--- config.mk ---
export PLATFORM = sky130hd
export DESIGN_NAME = led_blink_pattern_generator
export DESIGN_NICKNAME = d
export VERILOG_FILES = /design/src/hw/rtl/lbpg_pkg.sv /design/src/hw/rtl/led_blink_pattern_generator.sv /design/src/hw/rtl/lbpg_front.sv /design/src/hw/rtl/lbpg_queue.sv /design/src/hw/rtl/lbpg_back.sv
export SDC_FILE = /design/constraint.sdc
export NUM_CORES = 1
export LEC_CHECK = 0
export ABC_AREA = 1
export ABC_CLOCK_PERIOD_IN_PS = 5600
export BUFFER_PORTS_ARGS = -buffer_cell sky130_fd_sc_hd__buf_2
export CAP_MARGIN = 40
export CORE_MARGIN = 5
export CORE_UTILIZATION = 59
export CTS_CLUSTER_DIAMETER = 30
export DETAILED_ROUTE_END_ITERATION = 16
export PLACE_DENSITY = 0.77
export SKIP_LAST_GASP = 1
export SYNTH_ARGS = -nofsm -noshare
export SYNTH_HDL_FRONTEND = slang
export SYNTH_SLANG_ARGS = --single-unit
--- constraint.sdc ---
create_clock -name clk -period 5.6 [get_ports clk]
set_input_delay 0.28 -clock clk [delete_from_list [all_inputs] [get_ports clk]]
set_output_delay 0.28 -clock clk [all_outputs]
set_load 0.005 [all_outputs]
--- src/hw/rtl/lbpg_pkg.sv ---
// Shared types, mode codes and SOS timing table for the LED blink pattern generator.
package lbpg_pkg;

	localparam int MODE_BITS   = 3;
	localparam int PERIOD_BITS = 12;
	localparam int SOS_MAX     = 32;
	localparam int SOS_IDX_W   = 5;

	localparam logic [MODE_BITS-1:0] MODE_OFF    = 3'd0;
	localparam logic [MODE_BITS-1:0] MODE_SOLID  = 3'd1;
	localparam logic [MODE_BITS-1:0] MODE_FAST   = 3'd2;
	localparam logic [MODE_BITS-1:0] MODE_SLOW   = 3'd3;
	localparam logic [MODE_BITS-1:0] MODE_DOUBLE = 3'd4;
	localparam logic [MODE_BITS-1:0] MODE_TRIPLE = 3'd5;
	localparam logic [MODE_BITS-1:0] MODE_SOS    = 3'd6;

	localparam logic [PERIOD_BITS-1:0] PER_FAST   = 12'd200;
	localparam logic [PERIOD_BITS-1:0] PER_SLOW   = 12'd2000;
	localparam logic [PERIOD_BITS-1:0] PER_DOUBLE = 12'd1600;
	localparam logic [PERIOD_BITS-1:0] PER_TRIPLE = 12'd2000;
	localparam logic [PERIOD_BITS-1:0] ON_FAST    = 12'd100;
	localparam logic [PERIOD_BITS-1:0] ON_SLOW    = 12'd1000;
	localparam logic [PERIOD_BITS-1:0] BURST_LEN  = 12'd200;

	// On/off durations in ms; even steps are lit.
	localparam logic [PERIOD_BITS-1:0] SOS_DUR [SOS_MAX] = '{
		12'd100, 12'd100, 12'd100, 12'd100, 12'd100, 12'd300,
		12'd300, 12'd100, 12'd300, 12'd100, 12'd300, 12'd300,
		12'd100, 12'd100, 12'd100, 12'd100, 12'd100, 12'd1000,
		12'd0, 12'd0, 12'd0, 12'd0, 12'd0, 12'd0, 12'd0, 12'd0,
		12'd0, 12'd0, 12'd0, 12'd0, 12'd0, 12'd0
	};

	// Configuration path to the front and back parts.
	typedef struct packed {
		logic                 restart;
		logic [MODE_BITS-1:0] new_mode;
		logic [MODE_BITS-1:0] mode;
	} ctrl_t;

	// Queue status toward the front and back parts.
	typedef struct packed {
		logic full;
		logic empty;
	} q_stat_t;

	function automatic int sos_total(input int steps);
		int sum;
		sum = 0;
		for (int i = 0; i < SOS_MAX; i++) begin
			if (i < steps) sum += int'(SOS_DUR[i]);
		end
		return sum;
	endfunction

endpackage

--- src/hw/rtl/led_blink_pattern_generator.sv ---
// Top level of the LED blink pattern generator with SOS pattern.
//
// Usage: each transaction on the s_ channel carries a millisecond timestamp
// (s_tdata, low TIME_BITS bits). For every input transaction exactly one
// result leaves on the m_ channel: m_tdata[0] is the LED level, m_tdata[1]
// flags that the level differs from the level held before the item.
// The cfg channel writes the 3-bit mode (0 off, 1 solid, 2 fast, 3 slow,
// 4 double, 5 triple, 6 SOS); cfg_ready is always high. Writing a new mode
// restarts the pattern, forces the level (on for solid, off otherwise), and
// the next timestamp becomes the new origin. Write only while idle.
// Each item goes into the queue, through the bit-serial modulo by the
// pattern period, an evaluate step, in SOS mode a walk of up to SOS_STEPS
// table entries, and into the output register. The single modulo unit in
// the back part takes a new item only once the last one has left for the
// output register.
// A two-entry queue lets timestamps be accepted while the back part works;
// when the receiver stalls the result holds in the output register and the
// queue fills, then s_tready drops. Reset clears the mode to off, the level
// to off and arms the start-time latch.
module led_blink_pattern_generator #(
	parameter int TIME_BITS = 32,
	parameter int SOS_STEPS = 18
) (
	input  logic                                  clk,
	input  logic                                  arst_n,
	input  logic                                  s_tvalid,
	output logic                                  s_tready,
	input  logic [((TIME_BITS + 7) / 8) * 8 - 1:0] s_tdata,  // now_ms
	output logic                                  m_tvalid,
	input  logic                                  m_tready,
	output logic [7:0]                            m_tdata,  // led_on, led_changed
	input  logic                                  cfg_valid,
	output logic                                  cfg_ready,
	input  logic [lbpg_pkg::MODE_BITS-1:0]        cfg_data  // mode
);

	logic [lbpg_pkg::MODE_BITS-1:0] mode_q;
	lbpg_pkg::ctrl_t                ctrl;
	lbpg_pkg::q_stat_t              q_stat;
	logic                           q_push;
	logic                           q_pop;
	logic [TIME_BITS-1:0]           q_din;
	logic [TIME_BITS-1:0]           q_head;

	assign cfg_ready     = 1'b1;
	// Restart only when the written mode differs from the held one.
	assign ctrl.restart  = cfg_valid && cfg_ready && (cfg_data != mode_q);
	assign ctrl.new_mode = cfg_data;
	assign ctrl.mode     = mode_q;

	always_ff @(posedge clk or negedge arst_n) begin
		if (!arst_n) begin
			mode_q <= lbpg_pkg::MODE_OFF;
		end else if (ctrl.restart) begin
			mode_q <= cfg_data;
		end
	end

	lbpg_front #(.TIME_BITS(TIME_BITS)) u_front (
		.clk       (clk),
		.arst_n    (arst_n),
		.ctrl      (ctrl),
		.in_valid  (s_tvalid),
		.in_ready  (s_tready),
		.now_ms    (s_tdata[TIME_BITS-1:0]),
		.push      (q_push),
		.push_data (q_din),
		.q_stat    (q_stat)
	);

	lbpg_queue #(.WIDTH(TIME_BITS)) u_queue (
		.clk       (clk),
		.arst_n    (arst_n),
		.push      (q_push),
		.push_data (q_din),
		.pop       (q_pop),
		.head      (q_head),
		.q_stat    (q_stat)
	);

	lbpg_back #(.TIME_BITS(TIME_BITS), .SOS_STEPS(SOS_STEPS)) u_back (
		.clk       (clk),
		.arst_n    (arst_n),
		.ctrl      (ctrl),
		.q_stat    (q_stat),
		.head      (q_head),
		.pop       (q_pop),
		.out_valid (m_tvalid),
		.out_ready (m_tready),
		.out_data  (m_tdata)
	);

`ifndef SYNTHESIS
	// An accepted timestamp is in the queue on the next cycle.
	a_push_lands: assert property (@(posedge clk) disable iff (!arst_n)
		(s_tvalid && s_tready) |=> !q_stat.empty)
		else $error("accepted timestamp missing from queue");

	// The back part never pops an empty queue.
	a_pop_nonempty: assert property (@(posedge clk) disable iff (!arst_n)
		q_pop |-> !q_stat.empty)
		else $error("pop from empty queue");

	// Front never pushes into a full queue.
	a_push_notfull: assert property (@(posedge clk) disable iff (!arst_n)
		q_push |-> !q_stat.full)
		else $error("push into full queue");
`endif

endmodule

--- src/hw/rtl/lbpg_front.sv ---
// Front part: accepts timestamps, latches the start time and forms elapsed time.
module lbpg_front #(
	parameter int TIME_BITS = 32
) (
	input  logic                 clk,
	input  logic                 arst_n,
	input  lbpg_pkg::ctrl_t      ctrl,
	input  logic                 in_valid,
	output logic                 in_ready,
	input  logic [TIME_BITS-1:0] now_ms,
	output logic                 push,
	output logic [TIME_BITS-1:0] push_data,
	input  lbpg_pkg::q_stat_t    q_stat
);

	logic [TIME_BITS-1:0] start_q;
	logic                 pend_q;

	assign in_ready  = !q_stat.full;
	assign push      = in_valid && in_ready;
	// First item after reset or a restart is its own origin.
	assign push_data = pend_q ? '0 : (now_ms - start_q);

	always_ff @(posedge clk or negedge arst_n) begin
		if (!arst_n) begin
			start_q <= '0;
			pend_q  <= 1'b1;
		end else if (ctrl.restart) begin
			pend_q <= 1'b1;
		end else if (push && pend_q) begin
			start_q <= now_ms;
			pend_q  <= 1'b0;
		end
	end

endmodule

--- src/hw/rtl/lbpg_queue.sv ---
// Two-entry queue of elapsed times between the front and back parts.
module lbpg_queue #(
	parameter int WIDTH = 32
) (
	input  logic               clk,
	input  logic               arst_n,
	input  logic               push,
	input  logic [WIDTH-1:0]   push_data,
	input  logic               pop,
	output logic [WIDTH-1:0]   head,
	output lbpg_pkg::q_stat_t  q_stat
);

	logic [WIDTH-1:0] e0_q;
	logic [WIDTH-1:0] e1_q;
	logic [1:0]       cnt_q;

	assign head         = e0_q;
	assign q_stat.full  = (cnt_q == 2'd2);
	assign q_stat.empty = (cnt_q == 2'd0);

	always_ff @(posedge clk) begin
		if (push && pop) begin
			if (cnt_q == 2'd1) begin
				e0_q <= push_data;
			end else begin
				e0_q <= e1_q;
				e1_q <= push_data;
			end
		end else if (push) begin
			if (cnt_q == 2'd0) e0_q <= push_data;
			else e1_q <= push_data;
		end else if (pop) begin
			e0_q <= e1_q;
		end
	end

	always_ff @(posedge clk or negedge arst_n) begin
		if (!arst_n) begin
			cnt_q <= 2'd0;
		end else if (push && !pop) begin
			cnt_q <= cnt_q + 2'd1;
		end else if (pop && !push) begin
			cnt_q <= cnt_q - 2'd1;
		end
	end

endmodule

--- src/hw/rtl/lbpg_back.sv ---
// Back part: bit-serial modulo by the pattern period, SOS table walk, result register.
module lbpg_back #(
	parameter int TIME_BITS = 32,
	parameter int SOS_STEPS = 18
) (
	input  logic                 clk,
	input  logic                 arst_n,
	input  lbpg_pkg::ctrl_t      ctrl,
	input  lbpg_pkg::q_stat_t    q_stat,
	input  logic [TIME_BITS-1:0] head,
	output logic                 pop,
	output logic                 out_valid,
	input  logic                 out_ready,
	output logic [7:0]           out_data
);

	localparam int PB       = lbpg_pkg::PERIOD_BITS;
	localparam int CNT_W    = $clog2(TIME_BITS);
	localparam int IDX_W    = $clog2(SOS_STEPS);
	localparam int SOS_TOT  = lbpg_pkg::sos_total(SOS_STEPS);
	localparam logic [PB-1:0] SOS_PER = (SOS_TOT == 0) ? PB'(1) : PB'(SOS_TOT);

	typedef enum logic [4:0] {
		B_IDLE = 5'b00001,
		B_DIV  = 5'b00010,
		B_EVAL = 5'b00100,
		B_SCAN = 5'b01000,
		B_OUT  = 5'b10000
	} bstate_t;

	bstate_t              st_q;
	logic [TIME_BITS-1:0] div_q;
	logic [PB-1:0]        rem_q;
	logic [CNT_W-1:0]     cnt_q;
	logic [IDX_W-1:0]     idx_q;
	logic [PB-1:0]        acc_q;
	logic                 nxt_q;
	logic                 led_q;

	logic [PB-1:0]         period;
	logic [PB:0]           rem_sh;
	logic [PB:0]           rem_sub;
	logic [PB-1:0]         acc_next;
	logic [lbpg_pkg::SOS_IDX_W-1:0] tbl_idx;
	logic                  out_free;
	logic                  blink_lvl;

	function automatic logic pattern(input logic [lbpg_pkg::MODE_BITS-1:0] m,
			input logic [PB-1:0] p);
		logic b1;
		logic b2;
		logic b3;
		b1 = (p < lbpg_pkg::BURST_LEN);
		b2 = (p >= 12'd400) && (p < 12'd600);
		b3 = (p >= 12'd800) && (p < 12'd1000);
		unique case (m)
			lbpg_pkg::MODE_SOLID:  return 1'b1;
			lbpg_pkg::MODE_FAST:   return p < lbpg_pkg::ON_FAST;
			lbpg_pkg::MODE_SLOW:   return p < lbpg_pkg::ON_SLOW;
			lbpg_pkg::MODE_DOUBLE: return b1 || b2;
			lbpg_pkg::MODE_TRIPLE: return b1 || b2 || b3;
			default:               return 1'b0;
		endcase
	endfunction

	always_comb begin
		unique case (ctrl.mode)
			lbpg_pkg::MODE_FAST:   period = lbpg_pkg::PER_FAST;
			lbpg_pkg::MODE_SLOW:   period = lbpg_pkg::PER_SLOW;
			lbpg_pkg::MODE_DOUBLE: period = lbpg_pkg::PER_DOUBLE;
			lbpg_pkg::MODE_TRIPLE: period = lbpg_pkg::PER_TRIPLE;
			lbpg_pkg::MODE_SOS:    period = SOS_PER;
			default:               period = PB'(1);
		endcase
	end

	// One quotient bit per cycle, MSB first.
	assign rem_sh   = {rem_q, div_q[TIME_BITS-1]};
	assign rem_sub  = rem_sh - {1'b0, period};
	assign tbl_idx  = lbpg_pkg::SOS_IDX_W'(idx_q);
	assign acc_next = acc_q + lbpg_pkg::SOS_DUR[tbl_idx];
	assign blink_lvl = pattern(ctrl.mode, rem_q);
	assign out_free = !out_valid || out_ready;
	assign pop      = (st_q == B_IDLE) && !q_stat.empty;

	always_ff @(posedge clk) begin
		unique case (st_q)
			B_IDLE: begin
				div_q <= head;
				rem_q <= '0;
				cnt_q <= '0;
			end
			B_DIV: begin
				div_q <= div_q << 1;
				rem_q <= rem_sub[PB] ? rem_sh[PB-1:0] : rem_sub[PB-1:0];
				cnt_q <= cnt_q + CNT_W'(1);
			end
			B_EVAL: begin
				idx_q <= '0;
				acc_q <= '0;
				// An empty SOS table keeps the level; the table walk overrides it otherwise.
				nxt_q <= (ctrl.mode == lbpg_pkg::MODE_SOS) ? led_q : blink_lvl;
			end
			B_SCAN: begin
				acc_q <= acc_next;
				idx_q <= idx_q + IDX_W'(1);
				if (rem_q < acc_next) nxt_q <= !idx_q[0];
				else if (idx_q == IDX_W'(SOS_STEPS - 1)) nxt_q <= led_q;
			end
			B_OUT: begin
				if (out_free) out_data <= {6'b0, nxt_q != led_q, nxt_q};
			end
			default: ;
		endcase
	end

	always_ff @(posedge clk or negedge arst_n) begin
		if (!arst_n) begin
			st_q      <= B_IDLE;
			led_q     <= 1'b0;
			out_valid <= 1'b0;
		end else begin
			if (st_q == B_OUT && out_free) out_valid <= 1'b1;
			else if (out_ready) out_valid <= 1'b0;
			if (ctrl.restart) led_q <= (ctrl.new_mode == lbpg_pkg::MODE_SOLID);
			else if (st_q == B_OUT && out_free) led_q <= nxt_q;
			unique case (st_q)
				B_IDLE: if (pop) st_q <= B_DIV;
				B_DIV: if (cnt_q == CNT_W'(TIME_BITS - 1)) st_q <= B_EVAL;
				B_EVAL: begin
					if (ctrl.mode == lbpg_pkg::MODE_SOS && SOS_TOT != 0) st_q <= B_SCAN;
					else st_q <= B_OUT;
				end
				B_SCAN: begin
					if (rem_q < acc_next || idx_q == IDX_W'(SOS_STEPS - 1)) st_q <= B_OUT;
				end
				B_OUT: begin
					if (out_free) st_q <= B_IDLE;
				end
				default: st_q <= B_IDLE;
			endcase
		end
	end

endmodule
==> impl_metrics.toml <==
[run_status]
outcome = "finished, final reports clean"

[setup_path]
cpLargestDelayFamily = "simple AND/OR/NAND/NOR gates"
critPathBufInv = 5
critical_path.slowest_cell = "edfxtp_1"
cp-start-kind = "register"
end_kind = "register"
crit_type = "reg -> reg"
critPathMaxFanout = 6
path_common_cell = "nand2_1"
cp.required_ns = 5.79
cp.arrival_ns = 4.07
slowest_delay_ns = 0.46

[placed_design]
place_congestion = 0.909
io_buffers = 43
dpl.cell_count = 1672
dp_hpwl_um = 17200

[power_and_ir_drop]
power.net_switching_mw = 2.98
p_clk_share_pct = 16.2
p_comb_share_pct = 48.0
peakVddDrop_v = 0.000291
p_sw_share_pct = 42.5
p_seq_share_pct = 35.9
power.total_mw = 7.02
p_per_area_nw_per_um2 = 572
p_leak_nw = 6.13
p_int_mw = 4.04

[timing]
setup-tns-final_ns = 0
layout_min_cycle_time_ns = 3.88
period_share_pct = 69.4
whs_ns = 0.0859
rsz0062_at_grt = "no"
fmax_mhz = 257
hold_violations = 0
slew_viol_final = 0
relSlewSlack_pct = 54.9
setup-violations-final = 0
skew_ns = 0.00763
worst_pin_slew_ns = 0.676

[global_routing]
grt_pass1_wl_um = 38700
grt_overflow = 0
grt_pass1_vias = 8382
antenna_found_initial = 0
track_usage_pct = 21.5
grt_max_degree = 64

[die]
fp-row-count = 50
initial_utilization_pct = 59.9
die_h_um = 148
die-area_sq_um = 21900
pin_count = 51
dieWidth_um = 148
core_sq_um = 18800

[cells_and_area]
final_nets = 1571
n_antenna_cell = 0
area_growth_pct = 9.00
layout-drive-gt1-share_pct = 9.99
instances_no_fill = 1705

[synthesis]
netlist_area_sq_um = 11200
syn_inst = 1415
synth-seq-cells = 176
synth_cell_types = 51
syn_area_per_cell_sq_um = 7.95
ys_seq_area_share_pct = 45.0
yosysWarningCount = 0

[clock_tree]
clock_sinks = 176
cts_tree = "built"
insertion_delay_ns = 0.44
cts_inserted_buffers = 17
clockBufferDepth = 2
clk_pin_slew_ns = 0.06
cts_max_level = 4
post_cts_resized = 0
cts_root_buffer = "clkbuf_16"

[route]
drc_errors = 0
wl_per_cell_um = 13.3
via_count = 8705
drtIter0Drc = 515
via_per_inst = 5.11
drtPass1Iterations = 5
ant_nets = 0
wirelength_um = 22700

[run]
maxCapViolCount = 0

[worst_hold_path]
hp-class = "in -> reg"
power groups by stage:
stage	Clock (mW)	Combinational, mW	Sequential, mW
floorplan	0	2.63	2.48
global placement	0	3.21	2.52
detailed placement	0	3.34	2.54
CTS	1.15	3.37	2.52
global route	1.21	3.87	2.57
finish	1.14	3.37	2.52
stage by stage:
step / util [%] / area (sq um) / setup WS [ns]
final: 65.3 / 12300 / 1.72
after global routing: 65.3 / 12300 / 1.21
after CTS: 65.3 / 12300 / 1.69
after detailed placement: 62.3 / 11700 / 1.69
after global placement: 62.1 / 11600 / 1.80
after floorplan: - / 11300 / 2.09
placed cells by master, fill, tap and decap left out, types with 3 or more instances in the layout:
| cell type | count |
|---|---|
| o21ai_2 | 3 |
| o21bai_1 | 4 |
| nand3_2 | 7 |
| nor3_1 | 14 |
| or2_2 | 5 |
| edfxtp_1 | 131 |
| o31ai_1 | 4 |
| xor2_1 | 13 |
| a21oi_1 | 108 |
| dfrtp_1 | 43 |
| nor2_1 | 150 |
| buf_2 | 43 |
| o21ai_0 | 30 |
| o21ai_1 | 5 |
| inv_2 | 3 |
| nor2_2 | 10 |
| conb_1 | 7 |
| a21o_1 | 3 |
| ha_1 | 71 |
| nand2_2 | 17 |
| buf_4 | 6 |
| nand4_1 | 9 |
| nand3_1 | 61 |
| a21oi_2 | 3 |
| inv_1 | 240 |
| inv_6 | 3 |
| xnor2_1 | 13 |
| mux2_2 | 9 |
| nand3b_1 | 5 |
| clkinv_2 | 3 |
| clkinvlp_4 | 4 |
| nand2_1 | 392 |
| clkbuf_16 | 17 |
cells in the mapped netlist, drive strengths merged:
| master | instances | area share (%) |
|---|---|---|
| nand2 | 409 | 14 |
| inv | 243 | 8.1 |
| nor2 | 161 | 5.6 |
| edfxtp | 131 | 35 |
| a21oi | 113 | 5.3 |
| ha | 71 | 7.9 |
| nand3 | 68 | 3.3 |
| dfrtp | 43 | 9.6 |
| o21ai | 39 | 1.8 |
| buf | 26 | 1.5 |
| nor3 | 16 | 0.86 |
| xnor2 | 13 | 1.0 |
| xor2 | 13 | 1.0 |
| mux2 | 9 | 0.90 |
| nand4 | 9 | 0.50 |
| clkbuf | 7 | 0.26 |
| nand3b | 5 | 0.33 |
| or2 | 5 | 0.28 |
| o21bai | 4 | 0.27 |
| o31ai | 4 | 0.27 |
| a21o | 3 | 0.20 |
| a31oi | 2 | 0.11 |
| and2 | 2 | 0.11 |
| conb | 2 | 0.067 |
| dfstp | 2 | 0.47 |
| fa | 2 | 0.36 |
| nor3b | 2 | 0.13 |
| o2111ai | 2 | 0.16 |
| o211ai | 2 | 0.13 |
| o21a | 2 | 0.13 |
| a22oi | 1 | 0.067 |
| and3 | 1 | 0.056 |
| clkinv | 1 | 0.033 |
| o311ai | 1 | 0.078 |
| or3 | 1 | 0.10 |
path summary, 6_finish.rpt:
| path | startpoint | to | slack [ns] | depth (start not counted) |
|---|---|---|---|---|
| max reg2reg | u_back.idx_q[0] | u_back.nxt_q | 1.72 | 25 |
| max | u_back.idx_q[0] | u_back.nxt_q | 1.72 | 25 |
| min in group asynchronous | arst_n | u_back.out_valid | 0.48 | 3 |
| max in group asynchronous | arst_n | u_front.start_q[1] | 4.70 | 3 |
| min reg2reg | u_queue.head[21] | u_back.div_q[21] | 0.51 | 2 |
| min | cfg_data[2] | mode_q[2] | 0.09 | 3 |
state kept, by name, summed over array words and instances, names as in the netlist, 2 cells and up:
register / flops
u_queue.e1_q: 32
u_front.start_q: 32
mode_q: 3
u_back.out_data: 2
u_back.rem_q: 12
u_back.st_q: 5
u_queue.cnt_q: 2
u_back.acc_q: 10
u_queue.head: 32
u_back.idx_q: 5
u_back.div_q: 32
u_back.cnt_q: 5
cell type report:
cell class	count	area, sq um
inverter	244	916
timing repair buffer	52	318
multi-input combinational	967	5120
clock buffer	20	447
clock inverter	12	110
fill	1632	6510
sequential	176	5060
tap	234	293
tightest hold or removal path: stages:
cell and delay [ns]:
buf_2 0.10, nand2_1 0.04, o21ai_0 0.05
kinds of logic (layout without fill, tap and decap cells):
family | after synthesis | count (layout) | share of synthesized area [%]
muxes | 9 | 9 | 0.901
AOI/OAI and AO/OA | 173 | 173 | 8.54
buffers and inverters | 277 | 328 | 9.87
and+or+nand+nor | 679 | 679 | 25.3
other | 2 | 7 | 0.0668
DFF | 176 | 176 | 45.0
adders and majority gates | 73 | 73 | 8.25
xor gates and xnor gates | 26 | 26 | 2.02
repair_timing:
item,4_1_cts,5_1_grt
hold buffers,1,0
hold endpoints to repair,43,0
buffers inserted,0,0
routing by layer:
metal  track usage (%)  vias to the layer above  part of all wire [%]
met3              3.75                       35                   3.2
li1                  -                     4607                     -
met5                 0                        -                     0
met4              6.28                        0                   1.7
met2              36.4                      139                    48
met1              28.5                     3924                    47
(Power assumes the default switching activity.)
